--- src/sv/pst_pkg.sv ---
package pst_pkg;

    localparam int SLOTS_DEFAULT = 16;

    localparam int CMD_W    = 3;
    localparam int TID_W    = 5;
    localparam int TIME_W   = 32;
    localparam int IN_W     = CMD_W + TID_W + TIME_W;

    localparam int GID_W    = 5;
    localparam int SIDX_W   = 4;
    localparam int STAT_W   = 2;
    localparam int MASK_W   = 16;
    localparam int RES_W    = 1 + GID_W + SIDX_W + STAT_W + TIME_W + MASK_W;
    localparam int OUT_W    = ((RES_W + 7) / 8) * 8;

    localparam logic [CMD_W-1:0] CMD_CREATE = 3'd0;
    localparam logic [CMD_W-1:0] CMD_KILL   = 3'd1;
    localparam logic [CMD_W-1:0] CMD_REAP   = 3'd2;
    localparam logic [CMD_W-1:0] CMD_TICK   = 3'd3;
    localparam logic [CMD_W-1:0] CMD_LOOKUP = 3'd4;
    localparam logic [CMD_W-1:0] CMD_CLEAR  = 3'd5;

    localparam logic [STAT_W-1:0] STAT_FREE       = 2'd0;
    localparam logic [STAT_W-1:0] STAT_RUNNING    = 2'd1;
    localparam logic [STAT_W-1:0] STAT_TERMINATED = 2'd2;

    typedef struct packed {
        logic load_in;
        logic scan;
        logic idsel;
        logic do_create;
        logic rd_match;
        logic report;
        logic do_reap;
        logic tick_start;
        logic tick_step;
        logic tick_finish;
        logic do_clear;
        logic res_ok;
        logic res_zero;
        logic out_load;
    } ctrl_cmd_t;

    typedef struct packed {
        logic [CMD_W-1:0] op;
        logic             free_any;
        logic             found;
        logic             time_ahead;
        logic             sweep_done;
        logic             out_free;
    } ctrl_status_t;

endpackage

--- src/sv/pst_ram.sv ---
module pst_ram #(
    parameter int WIDTH = 32,
    parameter int DEPTH = 16
) (
    input  logic                     aclk,
    input  logic                     we,
    input  logic [$clog2(DEPTH)-1:0] waddr,
    input  logic [WIDTH-1:0]         wdata,
    input  logic                     re,
    input  logic [$clog2(DEPTH)-1:0] raddr,
    output logic [WIDTH-1:0]         rdata
);

    logic [WIDTH-1:0] mem [DEPTH];
    logic [WIDTH-1:0] rdata_reg;

    always_ff @(posedge aclk) begin
        if (we) begin
            mem[waddr] <= wdata;
        end
        if (re) begin
            rdata_reg <= mem[raddr];
        end
    end

    assign rdata = rdata_reg;

endmodule

--- src/sv/pst_ctrl.sv ---
module pst_ctrl
    import pst_pkg::*;
(
    input  logic         aclk,
    input  logic         aresetn,
    input  logic         in_accept,
    output logic         in_ready,
    input  ctrl_status_t status,
    output ctrl_cmd_t    cmd
);

    localparam logic [2:0] ST_IDLE     = 3'd0;
    localparam logic [2:0] ST_SCAN     = 3'd1;
    localparam logic [2:0] ST_DISPATCH = 3'd2;
    localparam logic [2:0] ST_READ     = 3'd3;
    localparam logic [2:0] ST_CREATE   = 3'd4;
    localparam logic [2:0] ST_TICK     = 3'd5;
    localparam logic [2:0] ST_OUT      = 3'd6;

    logic [2:0] state_reg;
    logic [2:0] state_next;

    always_ff @(posedge aclk) begin
        if (!aresetn) begin
            state_reg <= ST_IDLE;
        end else begin
            state_reg <= state_next;
        end
    end

    assign in_ready = (state_reg == ST_IDLE);

    always_comb begin
        state_next = state_reg;
        cmd        = '0;
        unique case (state_reg)
            ST_IDLE: begin
                if (in_accept) begin
                    cmd.load_in = 1'b1;
                    state_next  = ST_SCAN;
                end
            end
            ST_SCAN: begin
                cmd.scan   = 1'b1;
                state_next = ST_DISPATCH;
            end
            ST_DISPATCH: begin
                state_next = ST_OUT;
                unique case (status.op)
                    CMD_CREATE: begin
                        if (status.free_any) begin
                            cmd.idsel  = 1'b1;
                            state_next = ST_CREATE;
                        end else begin
                            cmd.res_zero = 1'b1;
                        end
                    end
                    CMD_KILL, CMD_LOOKUP: begin
                        if (status.found) begin
                            cmd.rd_match = 1'b1;
                            state_next   = ST_READ;
                        end else begin
                            cmd.res_zero = 1'b1;
                        end
                    end
                    CMD_REAP: begin
                        cmd.do_reap = 1'b1;
                    end
                    CMD_TICK: begin
                        if (status.time_ahead) begin
                            cmd.tick_start = 1'b1;
                            state_next     = ST_TICK;
                        end else begin
                            cmd.res_ok = 1'b1;
                        end
                    end
                    CMD_CLEAR: begin
                        cmd.do_clear = 1'b1;
                    end
                    default: begin
                        cmd.res_zero = 1'b1;
                    end
                endcase
            end
            ST_READ: begin
                cmd.report = 1'b1;
                state_next = ST_OUT;
            end
            ST_CREATE: begin
                cmd.do_create = 1'b1;
                state_next    = ST_OUT;
            end
            ST_TICK: begin
                if (status.sweep_done) begin
                    cmd.tick_finish = 1'b1;
                    state_next      = ST_OUT;
                end else begin
                    cmd.tick_step = 1'b1;
                end
            end
            ST_OUT: begin
                if (status.out_free) begin
                    cmd.out_load = 1'b1;
                    state_next   = ST_IDLE;
                end
            end
            default: begin
                state_next = ST_IDLE;
            end
        endcase
    end

endmodule

--- src/sv/pst_dp.sv ---
module pst_dp
    import pst_pkg::*;
#(
    parameter int SLOTS = SLOTS_DEFAULT
) (
    input  logic             aclk,
    input  logic             aresetn,
    input  ctrl_cmd_t        cmd,
    output ctrl_status_t     status,
    input  logic [IN_W-1:0]  s_tdata,
    output logic             m_tvalid,
    input  logic             m_tready,
    output logic [OUT_W-1:0] m_tdata
);

    localparam int SLOT_W = $clog2(SLOTS);
    localparam int ID_W   = $clog2(SLOTS + 1);
    localparam int CNT_W  = $clog2(SLOTS + 1);

    logic [ID_W-1:0]   entry_id_reg [SLOTS];
    logic [SLOTS-1:0]  term_reg;
    logic [TIME_W-1:0] prev_time_reg;

    logic [CMD_W-1:0]  op_reg;
    logic [TID_W-1:0]  target_reg;
    logic [TIME_W-1:0] now_reg;

    logic [SLOTS-1:0]  used_reg;
    logic              free_any_reg;
    logic [SLOT_W-1:0] free_idx_reg;
    logic              found_reg;
    logic [SLOT_W-1:0] match_idx_reg;
    logic              match_term_reg;
    logic              time_ahead_reg;
    logic [TIME_W-1:0] delta_reg;
    logic [ID_W-1:0]   new_id_reg;

    logic [CNT_W-1:0]  cnt_reg;
    logic              wr_pend_reg;
    logic [SLOT_W-1:0] wr_idx_reg;

    logic              res_ok_reg;
    logic [GID_W-1:0]  res_id_reg;
    logic [SIDX_W-1:0] res_slot_reg;
    logic [STAT_W-1:0] res_stat_reg;
    logic [TIME_W-1:0] res_run_reg;
    logic [MASK_W-1:0] res_mask_reg;

    logic              m_tvalid_reg;
    logic [OUT_W-1:0]  m_data_reg;

    logic [SLOTS-1:0]  occupied;
    logic [SLOTS-1:0]  running;
    logic [SLOTS-1:0]  match;
    logic [SLOTS-1:0]  reap_mask;
    logic [SLOTS-1:0]  used;
    logic [SLOT_W-1:0] free_idx;
    logic [SLOT_W-1:0] match_idx;
    logic [ID_W-1:0]   new_id;
    logic [ID_W+TID_W-1:0] target_ext;

    logic [GID_W+ID_W-1:0]     new_id_ext;
    logic [SIDX_W+SLOT_W-1:0]  free_idx_ext;
    logic [SIDX_W+SLOT_W-1:0]  match_idx_ext;
    logic [MASK_W+SLOTS-1:0]   reap_mask_ext;

    logic              ram_we;
    logic [SLOT_W-1:0] ram_waddr;
    logic [TIME_W-1:0] ram_wdata;
    logic              ram_re;
    logic [SLOT_W-1:0] ram_raddr;
    logic [TIME_W-1:0] ram_rdata;
    logic [TIME_W:0]   run_sum;
    logic [TIME_W-1:0] run_sat;
    logic              cnt_end;

    always_comb begin
        target_ext = {{ID_W{1'b0}}, target_reg};
        free_idx   = '0;
        match_idx  = '0;
        used       = '0;
        for (int i = 0; i < SLOTS; i++) begin
            occupied[i] = (entry_id_reg[i] != '0);
            match[i]    = (target_reg != '0) &&
                          ({{TID_W{1'b0}}, entry_id_reg[i]} == target_ext);
        end
        running   = occupied & ~term_reg;
        reap_mask = occupied & term_reg;
        for (int i = SLOTS - 1; i >= 0; i--) begin
            if (!occupied[i]) begin
                free_idx = SLOT_W'(i);
            end
            if (match[i]) begin
                match_idx = SLOT_W'(i);
            end
        end
        for (int k = 0; k < SLOTS; k++) begin
            for (int i = 0; i < SLOTS; i++) begin
                if (entry_id_reg[i] == ID_W'(k + 1)) begin
                    used[k] = 1'b1;
                end
            end
        end
        new_id = '0;
        for (int k = SLOTS - 1; k >= 0; k--) begin
            if (!used_reg[k]) begin
                new_id = ID_W'(k + 1);
            end
        end
    end

    assign new_id_ext    = {{GID_W{1'b0}}, new_id_reg};
    assign free_idx_ext  = {{SIDX_W{1'b0}}, free_idx_reg};
    assign match_idx_ext = {{SIDX_W{1'b0}}, match_idx_reg};
    assign reap_mask_ext = {{MASK_W{1'b0}}, reap_mask};

    assign cnt_end = (cnt_reg == CNT_W'(SLOTS));
    assign run_sum = {1'b0, ram_rdata} + {1'b0, delta_reg};
    assign run_sat = run_sum[TIME_W] ? {TIME_W{1'b1}} : run_sum[TIME_W-1:0];

    always_comb begin
        ram_we    = 1'b0;
        ram_waddr = wr_idx_reg;
        ram_wdata = run_sat;
        if (cmd.do_create) begin
            ram_we    = 1'b1;
            ram_waddr = free_idx_reg;
            ram_wdata = '0;
        end else if (wr_pend_reg && running[wr_idx_reg]) begin
            ram_we = 1'b1;
        end
        ram_re    = cmd.rd_match || (cmd.tick_step && !cnt_end);
        ram_raddr = cmd.rd_match ? match_idx_reg : cnt_reg[SLOT_W-1:0];
    end

    pst_ram #(
        .WIDTH (TIME_W),
        .DEPTH (SLOTS)
    ) u_run_ram (
        .aclk  (aclk),
        .we    (ram_we),
        .waddr (ram_waddr),
        .wdata (ram_wdata),
        .re    (ram_re),
        .raddr (ram_raddr),
        .rdata (ram_rdata)
    );

    always_ff @(posedge aclk) begin
        if (!aresetn) begin
            for (int i = 0; i < SLOTS; i++) begin
                entry_id_reg[i] <= '0;
            end
            term_reg      <= '0;
            prev_time_reg <= '0;
        end else begin
            if (cmd.do_clear) begin
                for (int i = 0; i < SLOTS; i++) begin
                    entry_id_reg[i] <= '0;
                end
                term_reg      <= '0;
                prev_time_reg <= now_reg;
            end
            if (cmd.do_reap) begin
                for (int i = 0; i < SLOTS; i++) begin
                    if (reap_mask[i]) begin
                        entry_id_reg[i] <= '0;
                        term_reg[i]     <= 1'b0;
                    end
                end
            end
            if (cmd.do_create) begin
                entry_id_reg[free_idx_reg] <= new_id_reg;
                term_reg[free_idx_reg]     <= 1'b0;
            end
            if (cmd.report && (op_reg == CMD_KILL)) begin
                term_reg[match_idx_reg] <= 1'b1;
            end
            if (cmd.tick_finish) begin
                prev_time_reg <= now_reg;
            end
        end
    end

    always_ff @(posedge aclk) begin
        if (!aresetn) begin
            cnt_reg     <= '0;
            wr_pend_reg <= 1'b0;
        end else if (cmd.tick_start) begin
            cnt_reg     <= '0;
            wr_pend_reg <= 1'b0;
        end else if (cmd.tick_step) begin
            wr_pend_reg <= !cnt_end;
            if (!cnt_end) begin
                cnt_reg <= cnt_reg + 1'b1;
            end
        end else begin
            wr_pend_reg <= 1'b0;
        end
    end

    always_ff @(posedge aclk) begin
        if (cmd.tick_step) begin
            wr_idx_reg <= cnt_reg[SLOT_W-1:0];
        end
        if (cmd.load_in) begin
            op_reg     <= s_tdata[CMD_W-1:0];
            target_reg <= s_tdata[CMD_W+TID_W-1:CMD_W];
            now_reg    <= s_tdata[IN_W-1:CMD_W+TID_W];
        end
        if (cmd.scan) begin
            used_reg       <= used;
            free_any_reg   <= ~&occupied;
            free_idx_reg   <= free_idx;
            found_reg      <= |match;
            match_idx_reg  <= match_idx;
            match_term_reg <= |(match & term_reg);
            time_ahead_reg <= (now_reg > prev_time_reg);
            delta_reg      <= now_reg - prev_time_reg;
        end
        if (cmd.idsel) begin
            new_id_reg <= new_id;
        end
        if (cmd.res_zero) begin
            res_ok_reg   <= 1'b0;
            res_id_reg   <= '0;
            res_slot_reg <= '0;
            res_stat_reg <= STAT_FREE;
            res_run_reg  <= '0;
            res_mask_reg <= '0;
        end
        if (cmd.res_ok || cmd.tick_finish || cmd.do_clear) begin
            res_ok_reg   <= 1'b1;
            res_id_reg   <= '0;
            res_slot_reg <= '0;
            res_stat_reg <= STAT_FREE;
            res_run_reg  <= '0;
            res_mask_reg <= '0;
        end
        if (cmd.do_reap) begin
            res_ok_reg   <= 1'b1;
            res_id_reg   <= '0;
            res_slot_reg <= '0;
            res_stat_reg <= STAT_FREE;
            res_run_reg  <= '0;
            res_mask_reg <= reap_mask_ext[MASK_W-1:0];
        end
        if (cmd.do_create) begin
            res_ok_reg   <= 1'b1;
            res_id_reg   <= new_id_ext[GID_W-1:0];
            res_slot_reg <= free_idx_ext[SIDX_W-1:0];
            res_stat_reg <= STAT_RUNNING;
            res_run_reg  <= '0;
            res_mask_reg <= '0;
        end
        if (cmd.report) begin
            res_ok_reg   <= 1'b1;
            res_id_reg   <= target_reg;
            res_slot_reg <= match_idx_ext[SIDX_W-1:0];
            res_stat_reg <= ((op_reg == CMD_KILL) || match_term_reg) ?
                            STAT_TERMINATED : STAT_RUNNING;
            res_run_reg  <= ram_rdata;
            res_mask_reg <= '0;
        end
        if (cmd.out_load) begin
            m_data_reg <= {{(OUT_W - RES_W){1'b0}}, res_mask_reg, res_run_reg,
                           res_stat_reg, res_slot_reg, res_id_reg, res_ok_reg};
        end
    end

    always_ff @(posedge aclk) begin
        if (!aresetn) begin
            m_tvalid_reg <= 1'b0;
        end else if (cmd.out_load) begin
            m_tvalid_reg <= 1'b1;
        end else if (m_tready) begin
            m_tvalid_reg <= 1'b0;
        end
    end

    assign m_tvalid = m_tvalid_reg;
    assign m_tdata  = m_data_reg;

    assign status.op         = op_reg;
    assign status.free_any   = free_any_reg;
    assign status.found      = found_reg;
    assign status.time_ahead = time_ahead_reg;
    assign status.sweep_done = cnt_end && !wr_pend_reg;
    assign status.out_free   = !m_tvalid_reg || m_tready;

endmodule

--- src/sv/process_slot_table_top.sv ---
// Process slot table: one command item in, one result item out.
// Input channel s_*: s_tdata carries command, target_id and now_seconds.
// Result channel m_*: m_tdata carries ok, given_id, slot_index, slot_status,
// run_seconds and freed_mask.
// An item is taken while the controller is idle; it is latched, the slot
// table is scanned into registers, then the command executes.
// Create with a free slot, and kill and lookup that find their target,
// pass the scan stage, the id select or run-time RAM read, and the
// output stage. Reap, clear, a tick with no time advance, unused codes
// and misses skip the middle step. A tick with time ahead sweeps the
// run-time RAM one slot per cycle.
// The next item is accepted in the cycle after the result is loaded, even if
// the receiver has not yet taken it; a stalled result holds in the output
// register and blocks only the following result.
// Reset empties the table and zeroes the time base; no clearing pass is
// needed, as a slot's run time is written on create before it is read.
module process_slot_table_top
    import pst_pkg::*;
#(
    parameter int SLOTS = SLOTS_DEFAULT
) (
    input  logic             aclk,
    input  logic             aresetn,
    input  logic             s_tvalid,
    output logic             s_tready,
    input  logic [IN_W-1:0]  s_tdata,  // command[2:0], target_id[7:3], now_seconds[39:8]
    output logic             m_tvalid,
    input  logic             m_tready,
    output logic [OUT_W-1:0] m_tdata   // ok[0], given_id[5:1], slot_index[9:6],
                                       // slot_status[11:10], run_seconds[43:12],
                                       // freed_mask[59:44], zero[63:60]
);

    ctrl_cmd_t    cmd;
    ctrl_status_t status;
    logic         in_ready;

    assign s_tready = in_ready;

    pst_ctrl u_ctrl (
        .aclk      (aclk),
        .aresetn   (aresetn),
        .in_accept (s_tvalid && in_ready),
        .in_ready  (in_ready),
        .status    (status),
        .cmd       (cmd)
    );

    pst_dp #(
        .SLOTS (SLOTS)
    ) u_dp (
        .aclk     (aclk),
        .aresetn  (aresetn),
        .cmd      (cmd),
        .status   (status),
        .s_tdata  (s_tdata),
        .m_tvalid (m_tvalid),
        .m_tready (m_tready),
        .m_tdata  (m_tdata)
    );

endmodule
--- config.mk ---
export PLATFORM = sky130hd
export DESIGN_NAME = process_slot_table_top
export DESIGN_NICKNAME = d
export VERILOG_FILES = /design/src/sv/pst_pkg.sv /design/src/sv/pst_ram.sv /design/src/sv/pst_ctrl.sv /design/src/sv/pst_dp.sv /design/src/sv/process_slot_table_top.sv
export SDC_FILE = /design/constraint.sdc
export NUM_CORES = 2
export LEC_CHECK = 0
export BUFFER_PORTS_ARGS = -buffer_cell sky130_fd_sc_hd__buf_2
export CAP_MARGIN = 20
export CORE_MARGIN = 2
export CORE_UTILIZATION = 57
export DETAILED_ROUTE_END_ITERATION = 10
export PLACE_DENSITY = 0.82
export SLEW_MARGIN = 20
export SYNTH_ARGS = -nofsm -noshare
export SYNTH_HDL_FRONTEND = slang
export SYNTH_SLANG_ARGS = --single-unit
--- constraint.sdc ---
create_clock -name aclk -period 5.4 [get_ports aclk]
set_input_delay 0.81 -clock aclk [delete_from_list [all_inputs] [get_ports aclk]]
set_output_delay 0.81 -clock aclk [all_outputs]
set_load 0.01 [all_outputs]
* Word level (Yosys, flattened, before mapping)
Memory sizes are Yosys's and may differ from the RTL's. A register that Yosys moved wholly into a read port is not among the register bits. Index checks and enable logic that the tools add are counted. W data, S select, Z words.
Storage, ports and cells: register bits 287, RAM bits 592, bits of input ports 44, output and inout bits 66, logic and storage cells 749, memories kept 2
Operators by class: add/sub/neg operators 3, magnitude comparators 6, equality and inequality tests 287, mux-type cells 266, bitwise logic cells 42, reduce and logical (&&, ||, !) cells 93
Memory list:
- u_dp.u_run_ram.mem | words 16, width 32, read ports 1, clocked after Yosys merged registers in 1, wr ports 1, RTL line pst_ram.sv:14 | logic [WIDTH-1:0] mem [DEPTH];
- u_dp.entry_id_reg | words 16, width 5, read ports 16, clocked after Yosys merged registers in 0, wr ports 16, RTL line pst_dp.sv:20 | logic [ID_W-1:0] entry_id_reg [SLOTS];
Operators with widths (number):
- $eq A5 B4 Y1 const B | 128
- $eq A5 B3 Y1 const B | 64
- $mux W32 | 9
- $reduce_or A15 Y1 | 16
- $mux W5 | 39
- $eq A5 B2 Y1 const B | 32
- $mux W16 | 9
- $mux W1 | 138
- $mux W4 | 32
- $reduce_bool A5 Y1 | 18
- $eq A5 B5 Y1 const B | 17
- $eq A5 B1 Y1 const B | 16
- $eq A5 B5 Y1 | 16
- $and A16 B16 Y16 | 4
- $mux W3 | 17
- $add A32 B32 Y33 | 1
- $gt A32 B32 Y1 | 1
- $mux W2 | 16
- $not A16 Y16 | 2
- $or A1 B1 Y1 | 32
- $reduce_or A16 Y1 | 2
- $sub A32 B32 Y32 | 1
- $logic_and A1 B1 Y1 | 23
- $pmux W3 S6 | 1
- other kinds (31) | 63

* Depth between registers and ports, before layout
An unclocked memory read counts as a cell.
depth in word-level cells 18, gate-level depth with buffers 13

* Cells and area by module
From an unflattened synthesis, not the netlist that was laid out.
Second synthesis, totals: cell total of the unflattened synthesis 3018, area, all modules 41666.2 µm²
Modules (own cells, without submodules):
- pst_dp | times used 1, cells each 2130, area an instance 21111.5 µm², seq. area each 10209.8 µm²
- pst_ram | times used 1, cells each 838, area an instance 20155.6 µm², seq. area each 16335.7 µm²
- pst_ctrl | times used 1, cells each 49, area an instance 392.9 µm², seq. area each 60.1 µm²
- process_slot_table_top | times used 1, cells each 1, area an instance 6.3 µm², seq. area each 0.0 µm²

* Least setup slack after synthesis
No wires, ideal clock.
path type register -> register, start point register u_ctrl.state_reg[1], end point register u_dp.delta_reg[0], enable pin, library setup time 564 ps, arrival time 4939 ps, required time 4836 ps, setup slack -104 ps, stages on the path, launching flop included 3, cell sequence dfxtp_1 > clkbuf_1 > nor3b_1
On the way: word-level cells in the longest chain between the ends 2
Ends and longest elaborated chain:
- start: declaration | RTL line pst_ctrl.sv:20 | logic [2:0] state_reg;
- start signal: assignment | RTL line pst_ctrl.sv:27 | state_reg <= state_next;
- $eq A3 B1 Y1 | RTL line pst_ctrl.sv:36 | unique case (state_reg)
- $mux W1 | RTL line pst_ctrl.sv:36
- end signal: assignment | RTL line pst_dp.sv:219 | delta_reg <= now_reg - prev_time_reg;
- end: declaration | RTL line pst_dp.sv:35 | logic [TIME_W-1:0] delta_reg;
Every way passes these cells. A chain may end at the register's enable or synchronous reset.

* Final worst setup path
start point register u_dp.u_run_ram.rdata_reg[0], in the netlist u_dp.u_run_ram.rdata[0], read port of u_dp.u_run_ram.mem, end point memory u_dp.u_run_ram.mem[9][5], data pin
On the way: word-level cells in the longest chain between the ends 3
Ends and longest elaborated chain:
- start: declaration | RTL line pst_ram.sv:15 | logic [WIDTH-1:0] rdata_reg;
- $add A32 B32 Y33 | RTL line pst_dp.sv:118 | assign run_sum = {1'b0, ram_rdata} + {1'b0, delta_reg};
- $mux W32 | RTL line pst_dp.sv:119 | assign run_sat = run_sum[TIME_W] ? {TIME_W{1'b1}} : run_sum[TIME_W-1:0];
- $mux W32 | RTL line pst_dp.sv:125 | if (cmd.do_create) begin
- named net u_dp.ram_wdata[5] | RTL line pst_dp.sv:69 | logic [TIME_W-1:0] ram_wdata;
- end: declaration | RTL line pst_ram.sv:14
The timed path passes the listed nets, and every way through them passes these cells.

==> results.txt <==
initial core utilization = 0.5781
CP max stage delay = 780 ps
share of cells above drive strength 1 = 0.1544
area delta synth->final = 11.35%
maximum VDD drop = 378.0 uV
fin. max-slew vios = 0
Mapped Cells = 3,033
IO Port Bufs = 105
Inserted Clock Buffers = 90
IO Count = 110
Combinational Power Share = 0.170
Area contributors post-synth = edfxtp_1, mux4_2, dfxtp_1, nand2_1, and2_1
Avg Inst Size Synth = 13.70 um^2
final worst-path cycle share = 0.9012
residual DRC count = 0
switching share of total power = 0.2916
post-synthesis async set-or-reset flop share = 0
Die ar. = 75,050 um^2
clk buf depth = 3
crit-path cells = ha_1 -> inv_1 -> fa_1 -> nor2b_1 -> o31a_1 -> nor3_1 -> o32ai_2 -> buf_4 -> a221oi_2 -> nor2_1 -> a41oi_1 -> a21o_2 -> o21ai_1
synthesized-area fraction occupied by and/or/nand/nor cells = 0.1232
Routed Antenna Nets = 0
Pre-antenna DRT Iters = 6
xor/xnor share of the synthesized area = 0.02804
status = completed
Final Power = 18.75 mW
WP buf/inv = 2
Max Fclk = 0.2055 GHz
pin count of the biggest net entering global routing = 65
Worst-path clk slew = 70 ps
Synth area leader = edfxtp_1
setup tns final = 0 ps
Placer Congestion = 1.016
clock power share = 0.338
Total Routed Length = 131,300 um
adder-cell share of the synthesized area = 0.02084
worst-path cell with the longest stage delay = a21o_2
RSZ-0062 raised after global routing = false
Hold Buf Count CTS = 0
multiplexer share of the synthesized area = 0.07196
arrival time worst endpoint = 5070 ps
H-tree lvl count = 3
GRT Resource Usage Total = 0.3505
Die Span Y = 274.0 um
TritonCTS clock tree = done
power share of the sequential group = 0.492
power density cells = 405.4 nW/um^2
Hold Slack = 319.7 ps
top-area cell type share of the netlist area = 0.6044
synthesized flop and latch total = 911
Final min period = 4866 ps
register area share after synthesis = 0.6405
Synth cell types = 88
setup violators final = 0
YS warnings = 0
Post-Syn Area = 41,540 um^2
WS Path Type = reg2reg
main flop type after synthesis = edfxtp_1
Post-synth EDFFs = 836
CP max FO = 31
initial antenna violation count = 7
Rows = 98
Cell Area, Placed = 43,200 um^2
drt initial violations = 4,219
headroom to the max-slew limit = 0.2517
Cell Count, Final, Fillers Out = 4,172
Final Hold Fails = 0
WP data required = 5600 ps
Congestion Overflow GR = 0
number of max-cap violations = 0
worst hold-check path type = in2reg
Worst Skew = 82.30 ps
compound-gate portion of the synthesized area = 0.08642
Sw Pwr = 5.467 mW
Crit path max-delay family = compound AO/OA/AOI/OAI gates
Avg Vias per Cell = 6.921
CTS root buf = clkbuf_16
Post-Place Cells = 4,000
Internal Pwr Total = 13.28 mW
mean routed wirelength per cell = 31.48 um
Slew @ Worst Pin = 1120 ps
Worst setup EP type = register
post-CTS setup buffer count = 0
post-route cell area = 46,250 um^2
fin nets = 3,254
main combinational cell family by area after synthesis = simple AND/OR/NAND/NOR gates
critical path launch point type = register
DPL Wire Length = 84,960 um
post-cts repair resize count = 0
first-pass GRT wire length = 189,500 um
clock latency on the worst-skew pair = 710 ps
leak pwr = 15.71 nW
vias in the first global route = 28,045
total number of vias = 28,876
max reg flops = 512
core area = 71,850 um^2
cell with the most instances after synthesis = edfxtp_1
Die W = 274.0 um
clock sinks = 911
Synth top cells by count = edfxtp_1, nand2_1, nor2_1, and2_1, mux4_2
per-layer routing:
layer  part of all wire  up-vias  global-route usage  wire, um
met2               0.45     2415              0.5304     58830
met1               0.36    14185              0.4689     47700
li1                   -    11828                   -         -
met3               0.13      444             0.09038     16850
met4              0.060        4              0.1871      7910
met5            0.00018        -                   0        24
layout by cell type, fill, tap and decap left out, types with 75 or more instances in the layout:
cell type / instances
edfxtp_1: 836
nand3_1: 78
inv_1: 97
nand2_1: 285
dfxtp_1: 75
a21oi_1: 78
clkbuf_16: 92
nor2_1: 134
mux4_2: 129
buf_2: 105
and2_1: 141
metrics by stage:
step	utilization	setup slack, ps
4_1_cts	0.6433	751.9
5_1_grt	0.6436	420.8
3_3_place_gp	0.6008	1180
3_5_place_dp	0.6013	843.4
2_1_floorplan	-	1396
6_report	0.6437	533.6
power groups by stage:
stage | clock [mW] | sequential (mW) | combinational, mW
floorplan | 0 | 9.14 | 2.05
global placement | 0 | 9.31 | 2.89
detailed placement | 0 | 9.33 | 3.04
CTS | 6.36 | 9.20 | 3.09
global route | 6.62 | 9.24 | 3.38
finish | 6.34 | 9.22 | 3.20
cells by family after synthesis:
kind of cell	count (synthesis)
AND/OR/NAND/NOR	1001
flip-flops	911
AO/OA/AOI/OAI	531
buffers and inverters	252
multiplexers	136
XOR/XNOR	133
adder cells (fa/ha/maj)	68
other	1
worst paths after layout:
kind,from,endpoint,slack (ps),depth (start not counted)
max,u_dp.u_run_ram.rdata[0],u_dp.u_run_ram.mem[9][5],530,13
min,s_tdata[20],u_dp.now_reg[12],320,1
min reg2reg,u_dp.res_run_reg[24],u_dp.m_tdata[36],410,0
max reg2reg,u_dp.u_run_ram.rdata[0],u_dp.u_run_ram.mem[9][5],530,13
layout make-up:
| cell class | instances | area (um^2) |
|---|---|---|
| sequential | 911 | 26610 |
| timing repair buffer | 168 | 1094 |
| fill | 4968 | 25600 |
| antenna | 4 | 10.01 |
| clock buffer | 111 | 2464 |
| clock inverter | 57 | 559.3 |
| multi-input combinational | 1873 | 13960 |
| inverter | 98 | 369.1 |
| tap | 950 | 1189 |
Power figures use the tool's default switching activity.
